## src/rtl/core/fdtd_pkg.sv

```systemverilog
package fdtd_pkg;

  localparam int unsigned DATA_W     = 32;
  localparam int unsigned COEF_W     = 16;
  localparam int unsigned SRC_W      = 11;
  localparam int unsigned NCELL_W    = 12;
  localparam int unsigned IDX_W      = 11;
  localparam int unsigned DIFF_W     = DATA_W + 1;
  localparam int unsigned PROD_W     = DIFF_W + COEF_W + 1;
  localparam int unsigned SUM_W      = 36;
  localparam int unsigned COEF_SHIFT = 15;
  localparam int unsigned ROUND_HALF = 1 << (COEF_SHIFT - 1);
  localparam int unsigned MIN_CELLS  = 3;

  // APB register map
  localparam int unsigned PADDR_W   = 4;
  localparam int unsigned PDATA_W   = 32;
  localparam int unsigned REG_IDX_W = 2;
  localparam logic [REG_IDX_W-1:0] REG_H_COEF   = 2'd0;
  localparam logic [REG_IDX_W-1:0] REG_E_COEF   = 2'd1;
  localparam logic [REG_IDX_W-1:0] REG_SRC_CELL = 2'd2;
  localparam logic [REG_IDX_W-1:0] REG_NCELLS   = 2'd3;

  localparam logic [COEF_W-1:0]  H_COEF_RST   = 16'd16384;
  localparam logic [COEF_W-1:0]  E_COEF_RST   = 16'd16384;
  localparam logic [SRC_W-1:0]   SRC_CELL_RST = 11'd500;
  localparam logic [NCELL_W-1:0] NCELLS_RST   = 12'd2000;

  // item command codes
  localparam logic CMD_STEP = 1'b0;
  localparam logic CMD_READ = 1'b1;

  typedef struct packed {
    logic [COEF_W-1:0] h_coef;
    logic [COEF_W-1:0] e_coef;
    logic [SRC_W-1:0]  src_cell;
  } cfg_t;

  typedef struct packed {
    logic clear;    // write zero into both fields at addr
    logic issue;    // sweep read of both fields at addr
    logic rd_item;  // read item: read e at the item's index
    logic take;     // item accepted, capture its fields
    logic load;     // load the output word
  } dp_cmd_t;

  function automatic logic signed [DATA_W-1:0] sat_word(input logic signed [SUM_W-1:0] v);
    logic [SUM_W-DATA_W:0] top;
    logic signed [DATA_W-1:0] r;
    top = v[SUM_W-1:DATA_W-1];
    if ((&top) || !(|top)) begin
      r = v[DATA_W-1:0];
    end else if (v[SUM_W-1]) begin
      r = {1'b1, {(DATA_W-1){1'b0}}};
    end else begin
      r = {1'b0, {(DATA_W-1){1'b1}}};
    end
    return r;
  endfunction

  function automatic logic signed [DIFF_W-1:0] diff_word(input logic signed [DATA_W-1:0] a,
                                                         input logic signed [DATA_W-1:0] b);
    return {a[DATA_W-1], a} - {b[DATA_W-1], b};
  endfunction

  // old + round_half_up(prod / 2^COEF_SHIFT), saturated
  function automatic logic signed [DATA_W-1:0] round_add(input logic signed [DATA_W-1:0] old,
                                                         input logic signed [PROD_W-1:0] prod);
    logic signed [PROD_W-1:0] rnd;
    logic signed [PROD_W-1:0] shr;
    logic signed [SUM_W-1:0]  sum;
    rnd = prod + $signed(PROD_W'(ROUND_HALF));
    shr = rnd >>> COEF_SHIFT;
    sum = SUM_W'(shr) + SUM_W'(old);
    return sat_word(sum);
  endfunction

  function automatic logic signed [DATA_W-1:0] sat_add(input logic signed [DATA_W-1:0] a,
                                                       input logic signed [DATA_W-1:0] b);
    return sat_word(SUM_W'(a) + SUM_W'(b));
  endfunction

endpackage

```

## src/rtl/core/fdtd_regs.sv

```systemverilog
module fdtd_regs #(
  parameter int unsigned CELLS = 2048
) (
  input  logic                              clk_i,
  input  logic                              rst_ni,
  input  logic                              psel,
  input  logic                              penable,
  input  logic                              pwrite,
  input  logic [fdtd_pkg::PADDR_W-1:0]      paddr,
  input  logic [fdtd_pkg::PDATA_W-1:0]      pwdata,
  output logic [fdtd_pkg::PDATA_W-1:0]      prdata,
  output fdtd_pkg::cfg_t                    cfg_o,
  output logic [$clog2(CELLS+1)-1:0]        ncells_o
);

  localparam int unsigned NW = $clog2(CELLS + 1);
  localparam int unsigned MW = (fdtd_pkg::NCELL_W > NW) ? fdtd_pkg::NCELL_W : NW;

  logic [fdtd_pkg::COEF_W-1:0]  h_coef_q;
  logic [fdtd_pkg::COEF_W-1:0]  e_coef_q;
  logic [fdtd_pkg::SRC_W-1:0]   src_q;
  logic [fdtd_pkg::NCELL_W-1:0] ncells_q;
  logic [fdtd_pkg::REG_IDX_W-1:0] reg_idx;
  logic [MW-1:0] ncells_x;

  assign reg_idx = paddr[fdtd_pkg::PADDR_W-1:2];

  always_ff @(posedge clk_i or negedge rst_ni) begin
    if (!rst_ni) begin
      h_coef_q <= fdtd_pkg::H_COEF_RST;
      e_coef_q <= fdtd_pkg::E_COEF_RST;
      src_q    <= fdtd_pkg::SRC_CELL_RST;
      ncells_q <= fdtd_pkg::NCELLS_RST;
    end else if (psel && penable && pwrite) begin
      case (reg_idx)
        fdtd_pkg::REG_H_COEF:   h_coef_q <= pwdata[fdtd_pkg::COEF_W-1:0];
        fdtd_pkg::REG_E_COEF:   e_coef_q <= pwdata[fdtd_pkg::COEF_W-1:0];
        fdtd_pkg::REG_SRC_CELL: src_q    <= pwdata[fdtd_pkg::SRC_W-1:0];
        fdtd_pkg::REG_NCELLS:   ncells_q <= pwdata[fdtd_pkg::NCELL_W-1:0];
        default: ;
      endcase
    end
  end

  always_comb begin
    case (reg_idx)
      fdtd_pkg::REG_H_COEF:   prdata = fdtd_pkg::PDATA_W'(h_coef_q);
      fdtd_pkg::REG_E_COEF:   prdata = fdtd_pkg::PDATA_W'(e_coef_q);
      fdtd_pkg::REG_SRC_CELL: prdata = fdtd_pkg::PDATA_W'(src_q);
      fdtd_pkg::REG_NCELLS:   prdata = fdtd_pkg::PDATA_W'(ncells_q);
      default:                prdata = '0;
    endcase
  end

  // active cell count, clamped to [3, CELLS]
  assign ncells_x = MW'(ncells_q);
  always_comb begin
    if (ncells_x < MW'(fdtd_pkg::MIN_CELLS)) begin
      ncells_o = NW'(fdtd_pkg::MIN_CELLS);
    end else if (ncells_x > MW'(CELLS)) begin
      ncells_o = NW'(CELLS);
    end else begin
      ncells_o = NW'(ncells_x);
    end
  end

  assign cfg_o.h_coef   = h_coef_q;
  assign cfg_o.e_coef   = e_coef_q;
  assign cfg_o.src_cell = src_q;

endmodule

```

## config.mk

```make
export PLATFORM = sky130hd
export DESIGN_NAME = fdtd_regs
export DESIGN_NICKNAME = d
export VERILOG_FILES = /design/src/rtl/core/fdtd_pkg.sv /design/src/rtl/core/fdtd_regs.sv
export SDC_FILE = /design/constraint.sdc
export NUM_CORES = 1
export LEC_CHECK = 0
export BUFFER_PORTS_ARGS = -buffer_cell sky130_fd_sc_hd__buf_4
export CORE_ASPECT_RATIO = 1.4
export CORE_MARGIN = 2
export CORE_UTILIZATION = 50
export CTS_CLUSTER_SIZE = 25
export DETAILED_ROUTE_END_ITERATION = 16
export HOLD_SLACK_MARGIN = 0.08
export PLACE_DENSITY_LB_ADDON = 0.2
export SLEW_MARGIN = 20
export SYNTH_ARGS = -nofsm -noshare
export SYNTH_HDL_FRONTEND = slang
export SYNTH_SLANG_ARGS = --single-unit
```

## constraint.sdc

```tcl
create_clock -name clk_i -period 2.55 [get_ports clk_i]
set_input_delay 0.3825 -clock clk_i [delete_from_list [all_inputs] [get_ports clk_i]]
set_output_delay 0.3825 -clock clk_i [all_outputs]
set_load 0.01 [all_outputs]
```

==> flow_summary.yaml, run 1 <==
status:
  outcome: "finished, final reports clean"
logic_synthesis:
  synth_seq_cells: 55
  netlist_instances: 183
  synth_cell_types: 23
  synth_top_cell_by_area: "dfrtp_1"
  syn_area_um2: 2714
  ys_seq_area_frac: 0.5136
  syn_area_per_cell_um2: 14.83
  synth_warnings: 0
  synth_top_cell_area_share: 0.3781
  synthTopCellsByArea: "dfrtp_1 (38%), mux2_2 (19%), dfstp_2 (14%)"
sta:
  rsz0062_at_grt: "false"
  finalCritPeriodShare: 0.7996
  fin_skew_ps: 0
  tightestPinTransition_ps: 671.6
  fmax_ghz: 0.4905
  maxSlewHeadroom: 0.5523
  drv_slew: 0
  fin_crit_ps: 2039
  final-setup-viol-count: 0
  final_hold_viol_count: 0
  fin_tns_setup_ps: 0
detailed_routing:
  wl_met1_um: 2288
  vias: 1769
  first_pass_iters: 4
  routed_via_density: 5.128
  final_antenna_net_count: 0
  drc: 0
  wl_met3_um: 344
  wirelength_um: 5872
  drtIter0Drc: 89
  topRoutingLayerUsed: "met4"
  wl_met2_um: 3213
  wl_per_cell_um: 17.02
worst_setup_path:
  cpLargestDelayFamily: "flip-flops"
  path_class: "reg2out"
  cp.arrival_ps: 1660
  worst_path_max_delay_cell: "dfrtp_1"
  slowest_delay_ps: 580
  critPathRequiredTime_ps: 2170
  crit_buf_inv: 1
  startpoint_type: "register"
  path_cells: "nor4_1, nand3_1, o21ai_0, buf_4"
  crit_start: "ncells_q[11]"
  rr_startpoint: "ncells_q[11]"
  critPathMaxFanout: 15
  cp-end-kind: "output port"
power:
  power.density_nw_per_um2: 798.6
  vdd_ir_drop_max_mv: 0.4481
  swShare: 0.2954
  p_leak_nw: 1.689
  seqPwrFrac: 0.463
  power.net_switching_mw: 0.8281
  pwr-share-comb: 0.357
  p_int_mw: 1.976
  clkPwrFrac: 0.180
global_route:
  grt_max_degree: 56
  grt_pass1_vias: 1795
  antenna_found_initial: 0
  grt_remaining_overflow: 0
  grt_pass1_wl_um: 9508
  track_usage: 0.2069
clocking:
  postCtsHoldBufs: 0
  clockBufferDepth: 2
  cts_resized: 0
  cts-root-buf: "clkbuf_8"
  clk_latency_ps: 290
  postCtsSetupRepairBufs: 0
  cts_tree: "yes"
  clk_pin_slew_worst_paths_ps: 90
  cts_sinks: 55
  cts_made_buffers: 5
  htreeDepth: 2
final_layout:
  fillers: 419
  area_delta_synth_final_pct: 29.37
  final_util: 0.6755
  antennaDiodeCount: 0
  mostFrequentLayoutCells: "buf_4 (100), mux2_2 (45), dfrtp_1 (41)"
  final_common_cell: "buf_4"
  nNetsFinal: 319
  drive_gt1_frac: 0.6810
floorplan:
  die_area_um2: 6041
  core_area_um2: 5197
  die_y_um: 91.17
  num_io_pins: 128
  fp.dieW_um: 66.27
  initial_utilization: 0.5221
  num_rows: 31
placement:
  place_congestion: 0.6939
  dp_hpwl_um: 4329
  io_buffers: 93
run:
  maxCapViolCount: 0
worst_hold_path:
  min_path_type: "in2async"
cells by family after synthesis:
logic type	share of synthesized area
buffers and inverters	0.07561
DFF	0.5136
AOI/OAI and AO/OA	0.005531
and+or+nand+nor	0.05210
other	0.001382
muxes	0.3518
registers in the layout, summed over array words and instances, names as in the netlist:
register,flops
h_coef_q,16
ncells_q,12
e_coef_q,16
src_q,11
worst paths after layout:
path                                 to  slack (ps)  depth (start not counted)
max                         ncells_o[1]         510                          4
min reg2reg                 e_coef_q[4]         540                          1
max reg2reg                ncells_q[11]        1520                          1
min                         h_coef_q[6]         120                          1
max in group asynchronous   e_coef_q[8]        1990                          1
min in group clk_i         e_coef_q[14]         320                          2
routing by layer:
layer | track usage | up-vias
li1 | - | 804
met1 | 0.2721 | 904
met2 | 0.3433 | 59
met3 | 0.05328 | 2
met4 | 0.04422 | 0
met5 | 0 | -
through the flow:
stage	hold WS, ps	instance area [µm²]	worst slack, ps	power [mW]	instances
after detailed placement	467.0	3411	709.8	2.329	337
after floorplan	86.91	2770	777.8	1.794	198
after global placement	471.9	3411	714.4	2.301	337
after global routing	161.1	3511	226.3	2.963	345
final	121.9	3511	511.1	2.804	345
after CTS	141.9	3511	431.8	2.842	345
Yosys cell counts, drive strengths merged:
library cell	number
nor2b	9
dfrtp	41
nor4	2
conb	1
mux2	55
dfstp	14
nor3	1
buf	24
mux2i	5
mux4	11
clkbuf	3
nor3b	1
nor2	6
nand2	1
inv	2
o21ai	3
nand3	3
or3b	1
layout make-up:
class	count	area (µm²)	area share
inverter	2	7.507	0.002138
sequential	55	1394	0.3970
timing repair buffer	100	750.7	0.2138
tap	66	82.58	0.02352
clock buffer	8	100.1	0.02851
multi-input combinational	114	1176	0.3350
power by group through the flow:
stage,logic (mW),registers [mW],clock network [mW]
2_1_floorplan,0.458,1.34,0
3_3_place_gp,0.993,1.31,0
3_5_place_dp,1.01,1.32,0
4_1_cts,1.02,1.30,0.527
5_1_grt,1.07,1.33,0.562
6_report,1.00,1.30,0.506
No activity file was read; power rests on OpenSTA's default activity.
==> run 2, diff against run 1 <==
--- a/config.mk
+++ b/config.mk
@@ -8,7 +8,7 @@
 export BUFFER_PORTS_ARGS = -buffer_cell sky130_fd_sc_hd__buf_4
 export CORE_ASPECT_RATIO = 1.4
 export CORE_MARGIN = 2
-export CORE_UTILIZATION = 50
+export CORE_UTILIZATION = 42
 export CTS_CLUSTER_SIZE = 25
 export DETAILED_ROUTE_END_ITERATION = 16
 export HOLD_SLACK_MARGIN = 0.08
==> constraint.sdc (replaced) <==
create_clock -name clk_i -period 1.8 [get_ports clk_i]
set_input_delay 0.27 -clock clk_i [delete_from_list [all_inputs] [get_ports clk_i]]
set_output_delay 0.27 -clock clk_i [all_outputs]
set_load 0.01 [all_outputs]
==> flow_summary.yaml, run 2 (synthesis gave the netlist of run 1 again) <==
floorplan:
  die_area_um2: 7129
  num_io_pins: 128
  initial_utilization: 0.4340
  core_area_um2: 6254
  die_y_um: 99.11
  num_rows: 34
  fp.dieW_um: 71.94
worst_setup_path:
  reg2reg_slack_ps: 800
  r2r_cells: 2
  worst_path_max_delay_cell: "mux4_2"
  worstReg2RegEnd: "ncells_q[11]"
  startpoint_type: "register"
  cpLargestDelayFamily: "multiplexers"
  rr_startpoint: "ncells_q[11]"
  cp-end-kind: "output port"
  critPathRequiredTime_ps: 1530
  path_cells: "mux4_2, buf_4"
  slowest_delay_ps: 490
  critPathMaxFanout: 4
  crit_start: "ncells_q[2]"
  cp.arrival_ps: 1420
  path_class: "reg2out"
  crit_buf_inv: 1
sta:
  fin_skew_ps: 0
  finalCritPeriodShare: 0.9394
  maxSlewHeadroom: 0.5451
  fmax_ghz: 0.5914
  tightestPinTransition_ps: 682.3
  drv_slew: 0
  fin_tns_setup_ps: 0
  final_hold_viol_count: 0
  whs_ps: 204.5
  final-setup-viol-count: 0
  rsz0062_at_grt: "true"
  fin_crit_ps: 1691
worst_hold_path:
  min_path_type: "in2reg"
  min_path_cells: 2
  min_from: "pwdata[15]"
  min_to: "e_coef_q[15]"
global_route:
  grt_pass1_vias: 1868
  track_usage: 0.1793
  grt_remaining_overflow: 0
  antenna_found_initial: 0
  grt_max_degree: 56
  grt_pass1_wl_um: 9832
detailed_routing:
  final_antenna_net_count: 0
  drc: 0
  wirelength_um: 6199
  routed_via_density: 5.101
  drtIter0Drc: 60
  first_pass_iters: 4
  wl_per_cell_um: 17.32
  vias: 1826
clocking:
  htreeDepth: 2
  cts_made_buffers: 5
  cts_tree: "yes"
  cts-root-buf: "clkbuf_8"
  clockBufferDepth: 2
  cts_sinks: 55
  clk_pin_slew_worst_paths_ps: 90
  clk_latency_ps: 300
final_layout:
  top_regs: "e_coef_q x16, h_coef_q x16, ncells_q x12"
  antennaDiodeCount: 0
  mostFrequentLayoutCells: "buf_4 (105), mux2_2 (45), dfrtp_1 (41)"
  final_cells: 358
  final_common_cell: "buf_4"
  nNetsFinal: 326
  final_cell_area_um2: 3607
  fillers: 564
  drive_gt1_frac: 0.6888
  area_delta_synth_final_pct: 32.92
status:
  outcome: "finished, final reports clean"
power:
  power.net_switching_mw: 1.212
  power.density_nw_per_um2: 1119
  pwr-share-comb: 0.363
  power_mw: 4.035
  swShare: 0.3004
  seqPwrFrac: 0.455
  clkPwrFrac: 0.182
  vdd_ir_drop_max_mv: 0.5746
  p_leak_nw: 1.733
  p_int_mw: 2.823
run:
  maxCapViolCount: 0
placement:
  dp_hpwl_um: 4533
  dp_cells: 349
  place_congestion: 0.7389
  io_buffers: 93
  post_dp_cell_area_um2: 3482
==> run 2: changes by cell type in the layout (fill, tap and decap cells not counted) <==
cell and delta:
nor4_4 +1, buf_4 +5, o21ai_1 +1, buf_12 +1, nor3_2 -1, nor3_4 +1, o21ai_0 -1, nor4_1 -1
dlygate4sd3_1 +1
==> run 2: stage by stage <==
| step | utilization | setup WS (ps) |
|---|---|---|
| 2_1_floorplan | - | 252.8 |
| 3_3_place_gp | 0.5568 | 206.5 |
| 3_5_place_dp | 0.5568 | 192.4 |
| 4_1_cts | 0.5744 | 6.648 |
| 5_1_grt | 0.5768 | -23.20 |
| 6_report | 0.5768 | 109.1 |
==> run 2: per-layer routing <==
metal / GRT usage / up-vias / wire length, µm
met5: 0 / - / 0
met4: 0.04790 / 0 / 53
met3: 0.03445 / 5 / 290
met2: 0.3098 / 52 / 3376
met1: 0.2295 / 947 / 2478
li1: - / 822 / -
==> run 2: worst max-delay path by stage <==
stage | endpoint | slack, ps | cells past startpoint
2_1_floorplan | prdata[0] | 250 | 3
3_3_place_gp | e_coef_q[11] | 210 | 5
3_5_place_dp | e_coef_q[13] | 190 | 5
4_1_cts | ncells_o[0] | 7 | 4
5_1_grt | ncells_o[1] | -20 | 4
6_report | prdata[2] | 110 | 2
==> run 2: repair_timing <==
item | in CTS | in global routing
setup endpoints to repair | 0 | 2
gates resized for setup | 0 | 3
endpoints found under the hold margin | 41 | 0
hold buffers | 1 | 0
buffers inserted | 0 | 0
==> run 2: power groups by stage <==
stage / combinational [mW] / sequential (mW) / clock (mW)
after global routing: 1.57 / 1.89 / 0.797
after floorplan: 0.649 / 1.89 / 0
final: 1.46 / 1.84 / 0.736
after CTS: 1.48 / 1.83 / 0.757
after detailed placement: 1.47 / 1.85 / 0
after global placement: 1.46 / 1.84 / 0
==> run 2: final cells by class <==
class	instances	area, µm²	share of cell area
clock buffers	8	100.1	0.02775
inverters	2	7.507	0.002081
multi-input cells	114	1197	0.3319
flip-flops and latches	55	1394	0.3864
well taps	72	90.09	0.02497
repair buffers	107	818.3	0.2268
==> run 2: worst reg2reg max path, delay by kind of cell, from the launching register on <==
family	cells	cell delay, ps
flip-flops	1	420
multiplexers	1	270
buffers and inverters	1	200
