$ cat config.mk
export PLATFORM = sky130hd
export DESIGN_NAME = fdtd_ctrl
export DESIGN_NICKNAME = d
export VERILOG_FILES = /design/src/rtl/core/fdtd_pkg.sv /design/src/rtl/core/fdtd_ctrl.sv
export SDC_FILE = /design/constraint.sdc
export NUM_CORES = 1
export LEC_CHECK = 0
export BUFFER_PORTS_ARGS = -buffer_cell sky130_fd_sc_hd__clkbuf_2
export CAP_MARGIN = 10
export CORE_UTILIZATION = 45
export CTS_CLUSTER_DIAMETER = 60
export CTS_CLUSTER_SIZE = 24
export DETAILED_ROUTE_END_ITERATION = 7
export PLACE_DENSITY = 0.77
export SKIP_CTS_REPAIR_TIMING = 1
export SLEW_MARGIN = 30
export SYNTH_ARGS = -nofsm -noshare
export SYNTH_HDL_FRONTEND = slang
export SYNTH_SLANG_ARGS = --single-unit
$ cat constraint.sdc
create_clock -name clk_i -period 1.6 [get_ports clk_i]
set_input_delay 0.08 -clock clk_i [delete_from_list [all_inputs] [get_ports clk_i]]
set_output_delay 0.08 -clock clk_i [all_outputs]
set_load 0.005 [all_outputs]
$ cat src/rtl/core/fdtd_pkg.sv
package fdtd_pkg;

  localparam int unsigned DATA_W     = 32;
  localparam int unsigned COEF_W     = 16;
  localparam int unsigned SRC_W      = 11;
  localparam int unsigned NCELL_W    = 12;
  localparam int unsigned IDX_W      = 11;
  localparam int unsigned DIFF_W     = DATA_W + 1;
  localparam int unsigned PROD_W     = DIFF_W + COEF_W + 1;
  localparam int unsigned SUM_W      = 36;
  localparam int unsigned COEF_SHIFT = 15;
  localparam int unsigned ROUND_HALF = 1 << (COEF_SHIFT - 1);
  localparam int unsigned MIN_CELLS  = 3;

  // APB register map
  localparam int unsigned PADDR_W   = 4;
  localparam int unsigned PDATA_W   = 32;
  localparam int unsigned REG_IDX_W = 2;
  localparam logic [REG_IDX_W-1:0] REG_H_COEF   = 2'd0;
  localparam logic [REG_IDX_W-1:0] REG_E_COEF   = 2'd1;
  localparam logic [REG_IDX_W-1:0] REG_SRC_CELL = 2'd2;
  localparam logic [REG_IDX_W-1:0] REG_NCELLS   = 2'd3;

  localparam logic [COEF_W-1:0]  H_COEF_RST   = 16'd16384;
  localparam logic [COEF_W-1:0]  E_COEF_RST   = 16'd16384;
  localparam logic [SRC_W-1:0]   SRC_CELL_RST = 11'd500;
  localparam logic [NCELL_W-1:0] NCELLS_RST   = 12'd2000;

  // item command codes
  localparam logic CMD_STEP = 1'b0;
  localparam logic CMD_READ = 1'b1;

  typedef struct packed {
    logic [COEF_W-1:0] h_coef;
    logic [COEF_W-1:0] e_coef;
    logic [SRC_W-1:0]  src_cell;
  } cfg_t;

  typedef struct packed {
    logic clear;    // write zero into both fields at addr
    logic issue;    // sweep read of both fields at addr
    logic rd_item;  // read item: read e at the item's index
    logic take;     // item accepted, capture its fields
    logic load;     // load the output word
  } dp_cmd_t;

  function automatic logic signed [DATA_W-1:0] sat_word(input logic signed [SUM_W-1:0] v);
    logic [SUM_W-DATA_W:0] top;
    logic signed [DATA_W-1:0] r;
    top = v[SUM_W-1:DATA_W-1];
    if ((&top) || !(|top)) begin
      r = v[DATA_W-1:0];
    end else if (v[SUM_W-1]) begin
      r = {1'b1, {(DATA_W-1){1'b0}}};
    end else begin
      r = {1'b0, {(DATA_W-1){1'b1}}};
    end
    return r;
  endfunction

  function automatic logic signed [DIFF_W-1:0] diff_word(input logic signed [DATA_W-1:0] a,
                                                         input logic signed [DATA_W-1:0] b);
    return {a[DATA_W-1], a} - {b[DATA_W-1], b};
  endfunction

  // old + round_half_up(prod / 2^COEF_SHIFT), saturated
  function automatic logic signed [DATA_W-1:0] round_add(input logic signed [DATA_W-1:0] old,
                                                         input logic signed [PROD_W-1:0] prod);
    logic signed [PROD_W-1:0] rnd;
    logic signed [PROD_W-1:0] shr;
    logic signed [SUM_W-1:0]  sum;
    rnd = prod + $signed(PROD_W'(ROUND_HALF));
    shr = rnd >>> COEF_SHIFT;
    sum = SUM_W'(shr) + SUM_W'(old);
    return sat_word(sum);
  endfunction

  function automatic logic signed [DATA_W-1:0] sat_add(input logic signed [DATA_W-1:0] a,
                                                       input logic signed [DATA_W-1:0] b);
    return sat_word(SUM_W'(a) + SUM_W'(b));
  endfunction

endpackage

$ cat src/rtl/core/fdtd_ctrl.sv
module fdtd_ctrl #(
  parameter int unsigned CELLS = 2048
) (
  input  logic                        clk_i,
  input  logic                        rst_ni,
  input  logic                        in_valid_i,
  output logic                        in_ready_o,
  input  logic                        in_cmd_i,
  output logic                        out_valid_o,
  input  logic                        out_ready_i,
  input  logic [$clog2(CELLS+1)-1:0]  ncells_i,
  input  logic                        busy_i,
  output fdtd_pkg::dp_cmd_t           dp_cmd_o,
  output logic [$clog2(CELLS+1)-1:0]  addr_o
);

  localparam int unsigned NW = $clog2(CELLS + 1);

  localparam logic [2:0] ST_CLEAR = 3'd0;
  localparam logic [2:0] ST_IDLE  = 3'd1;
  localparam logic [2:0] ST_SWEEP = 3'd2;
  localparam logic [2:0] ST_DRAIN = 3'd3;
  localparam logic [2:0] ST_DONE  = 3'd4;

  logic [2:0]    state_q, state_d;
  logic [NW-1:0] cnt_q, cnt_d;
  logic          out_vld_q, out_vld_d;

  always_comb begin
    state_d    = state_q;
    cnt_d      = cnt_q;
    out_vld_d  = out_vld_q && !out_ready_i;
    dp_cmd_o   = '0;
    in_ready_o = 1'b0;
    case (state_q)
      ST_CLEAR: begin
        dp_cmd_o.clear = 1'b1;
        if (cnt_q == NW'(CELLS - 1)) begin
          cnt_d   = '0;
          state_d = ST_IDLE;
        end else begin
          cnt_d = cnt_q + 1'b1;
        end
      end
      ST_IDLE: begin
        in_ready_o = 1'b1;
        if (in_valid_i) begin
          dp_cmd_o.take = 1'b1;
          cnt_d         = '0;
          if (in_cmd_i == fdtd_pkg::CMD_READ) begin
            dp_cmd_o.rd_item = 1'b1;
            state_d          = ST_DONE;
          end else begin
            state_d = ST_SWEEP;
          end
        end
      end
      ST_SWEEP: begin
        // reads 0..n; the extra slot carries the far conductor cell
        dp_cmd_o.issue = 1'b1;
        if (cnt_q == ncells_i) begin
          state_d = ST_DRAIN;
        end else begin
          cnt_d = cnt_q + 1'b1;
        end
      end
      ST_DRAIN: begin
        if (!busy_i) begin
          state_d = ST_DONE;
        end
      end
      ST_DONE: begin
        if (!out_vld_q || out_ready_i) begin
          dp_cmd_o.load = 1'b1;
          out_vld_d     = 1'b1;
          state_d       = ST_IDLE;
        end
      end
      default: begin
        state_d = ST_IDLE;
      end
    endcase
  end

  always_ff @(posedge clk_i or negedge rst_ni) begin
    if (!rst_ni) begin
      state_q   <= ST_CLEAR;
      cnt_q     <= '0;
      out_vld_q <= 1'b0;
    end else begin
      state_q   <= state_d;
      cnt_q     <= cnt_d;
      out_vld_q <= out_vld_d;
    end
  end

  assign addr_o      = cnt_q;
  assign out_valid_o = out_vld_q;

endmodule

==> results.sh, run 1 <==
export IMPL_overflow=0
export IMPL_synth_area_leaders="dfrtp_1, xnor2_1, o31ai_1, nor2_1, o21ai_0"
export IMPL_reg2reg_from="state_q[1]"
export IMPL_arrival_ps=1990
export IMPL_die_area_sq_mm=0.00286
export IMPL_nNetsFinal=228
export IMPL_maxCapViolCount=0
export IMPL_finalCriticalPeriod_ps=1810
export IMPL_core_sq_mm=0.00250
export IMPL_rsz0062_at_grt="yes"
export IMPL_finalPower_uw=2710
export IMPL_finalHoldViolations=0
export IMPL_multi_input_area_sq_um=815
export IMPL_drcViolationCount=0
export IMPL_wl_mm=4.22
export IMPL_dpl_cell_count=223
export IMPL_finalNonFillerCells=238
export IMPL_status="finished, violations left"
export IMPL_reg2regPathDepth=6
export IMPL_clock_skew_ps=8.96
export IMPL_reg2reg_slack_ps=-210
export IMPL_min_path_type="primary input to flop"
export IMPL_hpwl_mm=2.77
export IMPL_via_per_inst=6.00
export IMPL_r2r_end="addr_o[3]"
export IMPL_leakagePower_uw=0.000958
export IMPL_timing_hold_ws_ps=94.9
export IMPL_synth_common_cells="dfrtp_1, nor2_1, xnor2_1, nand2_1, o31ai_1"
export IMPL_synth_most_common_cell="dfrtp_1"
export IMPL_path_buf_inv=2
export IMPL_fmax_ghz=0.551
export IMPL_cpPeakStageDelay_ps=430
export IMPL_cp_max_fo=5
export IMPL_synth_seq_cells=16
export IMPL_cts_clk_slew_worst_paths_ps=100
export IMPL_setup_viol=16
export IMPL_required_ps=1770
export IMPL_ios=37
export IMPL_hold_start="in_valid_i"
export IMPL_fp_dieW_microns=53.5
export IMPL_ys_types=43
export IMPL_yosysWarnings=0
export IMPL_ys_seq_area_frac=0.336
export IMPL_hold_end="state_q[1]"
export IMPL_relSlewSlack=0.692
export IMPL_layout_setup_ws_ps=-214
export IMPL_violations="setup timing"
export IMPL_synth_area_leader_cell="dfrtp_1"
export IMPL_port_buffers=36
export IMPL_cp_common_cell="buf_4"
export IMPL_syn_area_per_cell_sq_um=9.32
export IMPL_drtPass1Iterations=5
export IMPL_grt_pass1_vias=1162
export IMPL_grt_max_degree=17
export IMPL_groute_usage_overall=0.266
export IMPL_powerDensity_mw_per_mm2=1430
export IMPL_grt_pass1_wl_mm=5.26
export IMPL_synth_async_reset_ratio=1.00
export IMPL_path_cells="buf_4 > nand2b_1 > a21o_1 > or2_1 > buf_4 > o41ai_1"
export IMPL_cts_sinks=16
export IMPL_rows=18
export IMPL_diodes=0
export IMPL_drive_above_1_share=0.567
export IMPL_wl_per_cell_microns=17.7
export IMPL_htreeDepth=1
export IMPL_numCtsBuffers=3
export IMPL_yosys_most_used_dff="dfrtp_1"
export IMPL_end_kind="flop"
export IMPL_cts_buffer_depth=2
export IMPL_register_area_sq_um=409
export IMPL_worst_path_max_delay_cell="dfrtp_1"
export IMPL_nFillCells=158
export IMPL_max_slew_worst_pin_slew_ps=457
export IMPL_place_gp_congestion=0.911
export IMPL_crit_family="compound AO/OA/AOI/OAI gates"
export IMPL_die_height_microns=53.5
export IMPL_initial_utilization=0.477
export IMPL_syn_inst=128
export IMPL_drt_iter0_drc=72
export IMPL_fin_crit_sh=1.13
export IMPL_synthToLayoutAreaGrowth_pct=59.0
export IMPL_antenna_found_initial=0
export IMPL_syn_num_nets=147
export IMPL_cts_tree="built"
export IMPL_ir_worst_vdd_v=0.00112
export IMPL_drv_slew=0
export IMPL_synth_edf_count=0
export IMPL_netlist_area_leader_share=0.336
export IMPL_drt_antenna_violating_nets=0
export IMPL_syn_area_sq_mm=0.00119
export IMPL_root_buffer="clkbuf_4"
export IMPL_vias=1427
export IMPL_clkLatencyLatePin_ps=300
export IMPL_hold_depth=3
export IMPL_startpoint_type="flop"
export IMPL_criticalPathCategory="flop to flop"
[stage by stage]
step                      worst slack, ps  utilization  instance area (sq um)  TNS (ps)
after floorplan                     -59.5            -                   1200      -219
after global placement              -66.9        0.659                   1650      -353
after detailed placement             -147        0.659                   1650      -870
after CTS                            -179        0.674                   1680     -1500
after global routing                 -324        0.758                   1900     -2880
final                                -214        0.758                   1900     -1970
[cells in the final DEF, fill, tap and decap left out, types with 3 or more instances in the layout]
master,n
nand3_1,4
dfrtp_2,7
clkbuf_2,33
and3_1,3
a21oi_1,5
buf_6,9
nor2_1,13
clkbuf_4,3
o21ai_0,5
xnor2_1,9
dfrtp_1,9
o41ai_2,3
xnor2_2,3
nand2_1,9
buf_4,41
o31ai_1,7
nand2b_1,3
[layer usage]
layer / GRT usage / vias to the layer above / part of all wire
li1: - / 635 / -
met1: 0.344 / 681 / 0.39
met2: 0.442 / 94 / 0.49
met3: 0.0603 / 17 / 0.085
met4: 0.0658 / 0 / 0.031
met5: 0 / - / 0
[registers in the layout (all words and copies together), names as in the netlist]
name,flops
state_q,3
out_valid_o,1
addr_o,12
[tightest hold or removal path: stages]
cell and delay [ps]:
clkbuf_2 120, nand3_1 110, a21oi_1 60
[how the worst max path moves through the flow]
stage	from	end	slack [ps]	cells after the start
after floorplan	addr_o[11]	addr_o[3]	-60	5
after global placement	addr_o[11]	addr_o[9]	-70	5
after detailed placement	addr_o[7]	addr_o[4]	-150	6
after CTS	addr_o[7]	addr_o[4]	-180	6
after global routing	state_q[1]	addr_o[3]	-320	6
final	state_q[1]	addr_o[3]	-210	6
[layout make-up]
cell class,instances,share of cell area
clock buffers,4,0.0191
inverters,3,0.00726
repair buffers,84,0.308
well taps,30,0.0198
multi-input cells,101,0.430
flip-flops and latches,16,0.216
[power by group]
group | switching [uW] | leakage [uW] | internal [uW]
registers | 115 | 0.000205 | 503
clock network | 142 | 0.0000210 | 139
logic | 872 | 0.000732 | 935
[logic make-up after synthesis]
logic type	count (synthesis)	share of synthesized area
buf+inv	11	0.0546
compound gates	34	0.227
fa+ha+maj	1	0.0105
simple gates	53	0.275
xor+xnor	12	0.0881
flops	16	0.336
mux	1	0.00944
(Power assumes the default switching activity.)
==> run 2, diff against run 1 <==
--- a/config.mk
+++ b/config.mk
@@ -7,11 +7,12 @@
 export LEC_CHECK = 0
 export BUFFER_PORTS_ARGS = -buffer_cell sky130_fd_sc_hd__clkbuf_2
 export CAP_MARGIN = 10
-export CORE_UTILIZATION = 45
+export CORE_UTILIZATION = 47
+export CTS_BUF_LIST = sky130_fd_sc_hd__clkbuf_8
 export CTS_CLUSTER_DIAMETER = 60
 export CTS_CLUSTER_SIZE = 24
 export DETAILED_ROUTE_END_ITERATION = 7
-export PLACE_DENSITY = 0.77
+export PLACE_DENSITY = 0.8
 export SKIP_CTS_REPAIR_TIMING = 1
 export SLEW_MARGIN = 30
 export SYNTH_ARGS = -nofsm -noshare
==> results.sh, run 2 (synthesis results as in run 1) <==
export IMPL_numCtsBuffers=3
export IMPL_diodes=0
export IMPL_initial_utilization=0.519
export IMPL_fp_dieW_microns=52.4
export IMPL_overflow=0
export IMPL_cts_clk_slew_worst_paths_ps=80
export IMPL_reg2reg_slack_ps=-330
export IMPL_powerDensity_mw_per_mm2=1520
export IMPL_largest_reg_flops=12
export IMPL_final_common_cell="buf_4"
export IMPL_worst_path_max_delay_cell="dfrtp_1"
export IMPL_via_per_inst=6.31
export IMPL_wl_per_cell_microns=20.4
export IMPL_clkLatencyLatePin_ps=260
export IMPL_drive_above_1_share=0.553
export IMPL_max_slew_worst_pin_slew_ps=433
export IMPL_rows=17
export IMPL_finalPower_uw=2930
export IMPL_drtPass1Iterations=5
export IMPL_fin_area_sq_mm=0.00193
export IMPL_rsz0062_at_grt="yes"
export IMPL_port_buffers=36
export IMPL_core_sq_mm=0.00230
export IMPL_post_dp_cell_area_sq_mm=0.00165
export IMPL_drt_antenna_violating_nets=0
export IMPL_ir_worst_vdd_v=0.00138
export IMPL_cp_max_fo=8
export IMPL_die_height_microns=52.4
export IMPL_relSlewSlack=0.712
export IMPL_min_path_type="primary input to flop"
export IMPL_drcViolationCount=0
export IMPL_required_ps=1730
export IMPL_grt_max_degree=17
export IMPL_met2_usage=0.466
export IMPL_reg2reg_from="addr_o[0]"
export IMPL_htreeDepth=1
export IMPL_cts_buffer_depth=2
export IMPL_violations="setup timing"
export IMPL_layout_setup_ws_ps=-332
export IMPL_finalCriticalPeriod_ps=1930
export IMPL_hpwl_mm=2.78
export IMPL_fin_crit_sh=1.21
export IMPL_cp_common_cell="buf_6"
export IMPL_nNetsFinal=228
export IMPL_vias=1488
export IMPL_place_gp_congestion=0.916
export IMPL_finalHoldViolations=0
export IMPL_use_met1=0.386
export IMPL_synthToLayoutAreaGrowth_pct=61.5
export IMPL_grt_pass1_vias=1154
export IMPL_gr_usage_met3=0.0377
export IMPL_die_area_sq_mm=0.00274
export IMPL_gr_max_usage_layer="met2"
export IMPL_status="finished, violations left"
export IMPL_ios=37
export IMPL_clock_skew_ps=9.27
export IMPL_setup_viol=16
export IMPL_fmax_ghz=0.518
export IMPL_wl_mm=4.82
export IMPL_nFillCells=124
export IMPL_drt_iter0_drc=89
export IMPL_cts_sinks=16
export IMPL_hold_start="in_valid_i"
export IMPL_cpPeakStageDelay_ps=410
export IMPL_root_buffer="clkbuf_8"
export IMPL_groute_usage_overall=0.282
export IMPL_criticalPathCategory="flop to flop"
export IMPL_grt_pass1_wl_mm=5.55
export IMPL_drv_slew=0
export IMPL_path_cells="buf_6 > ha_4 > nand3_4 > o41ai_4 > buf_6 > a31oi_4 > o31ai_2 > o41ai_2"
export IMPL_final_cell_mix="buf_4, clkbuf_2, nor2_1, dfrtp_1, xnor2_1"
export IMPL_cts_tree="built"
export IMPL_end_kind="flop"
export IMPL_crit_path_start="addr_o[0]"
export IMPL_arrival_ps=2060
export IMPL_leakagePower_uw=0.000967
export IMPL_startpoint_type="flop"
export IMPL_antenna_found_initial=0
export IMPL_maxCapViolCount=0
-- run 2: cell count changes in the layout (fill, tap and decap cells not counted), moves of 2 or more --
cell,delta
dfrtp_2,-3
o21ai_1,+2
clkbuf_8,+3
xnor2_1,+2
xnor2_2,-2
clkbuf_4,-3
o21ai_0,-2
dfrtp_1,+3
-- run 2: final timing paths --
| check | depth (start not counted) | endpoint |
|---|---|---|
| setup / recovery | 8 | addr_o[11] |
| hold / removal | 3 | state_q[1] |
| setup reg to reg | 8 | addr_o[11] |
| hold reg to reg | 2 | out_valid_o |
| max in group asynchronous | 2 | addr_o[5] |
| min in group asynchronous | 2 | addr_o[9] |
-- run 2: layer usage --
metal,wire (microns),vias to the layer above
li1,-,635
met1,1830,708
met2,2320,111
met3,355,34
met4,308,0
met5,0,-
-- run 2: through the flow --
step | hold WS (ps) | setup WS (ps) | TNS [ps] | util | cells
finish | 117 | -332 | -2940 | 0.838 | 236
floorplan | -216 | -59.5 | -219 | - | 128
detailed placement | 36.2 | -187 | -1780 | 0.716 | 221
CTS | -236 | -216 | -2350 | 0.740 | 225
global route | 131 | -413 | -4120 | 0.838 | 236
global placement | 35.1 | -133 | -1030 | 0.716 | 221
-- run 2: area by class of cell --
class / instances / area (sq um) / area share
Multi-Input combinational cell: 101 / 828 / 0.430
Inverter: 3 / 13.8 / 0.00715
Clock buffer: 4 / 55.1 / 0.0286
Tap cell: 28 / 35.0 / 0.0182
Timing Repair Buffer: 84 / 588 / 0.305
Sequential cell: 16 / 405 / 0.211
-- run 2: worst max-delay path: cells and delay by family, from the launching register on --
kind | cells | cell delay, ps
simple gates | 1 | 110
flops | 1 | 410
fa+ha+maj | 1 | 150
buf+inv | 2 | 320
compound gates | 4 | 790
-- run 2: where the power goes --
group	switching [uW]	total, uW	internal [uW]
registers	111	613	502
logic	950	1930	985
clock network	166	385	219
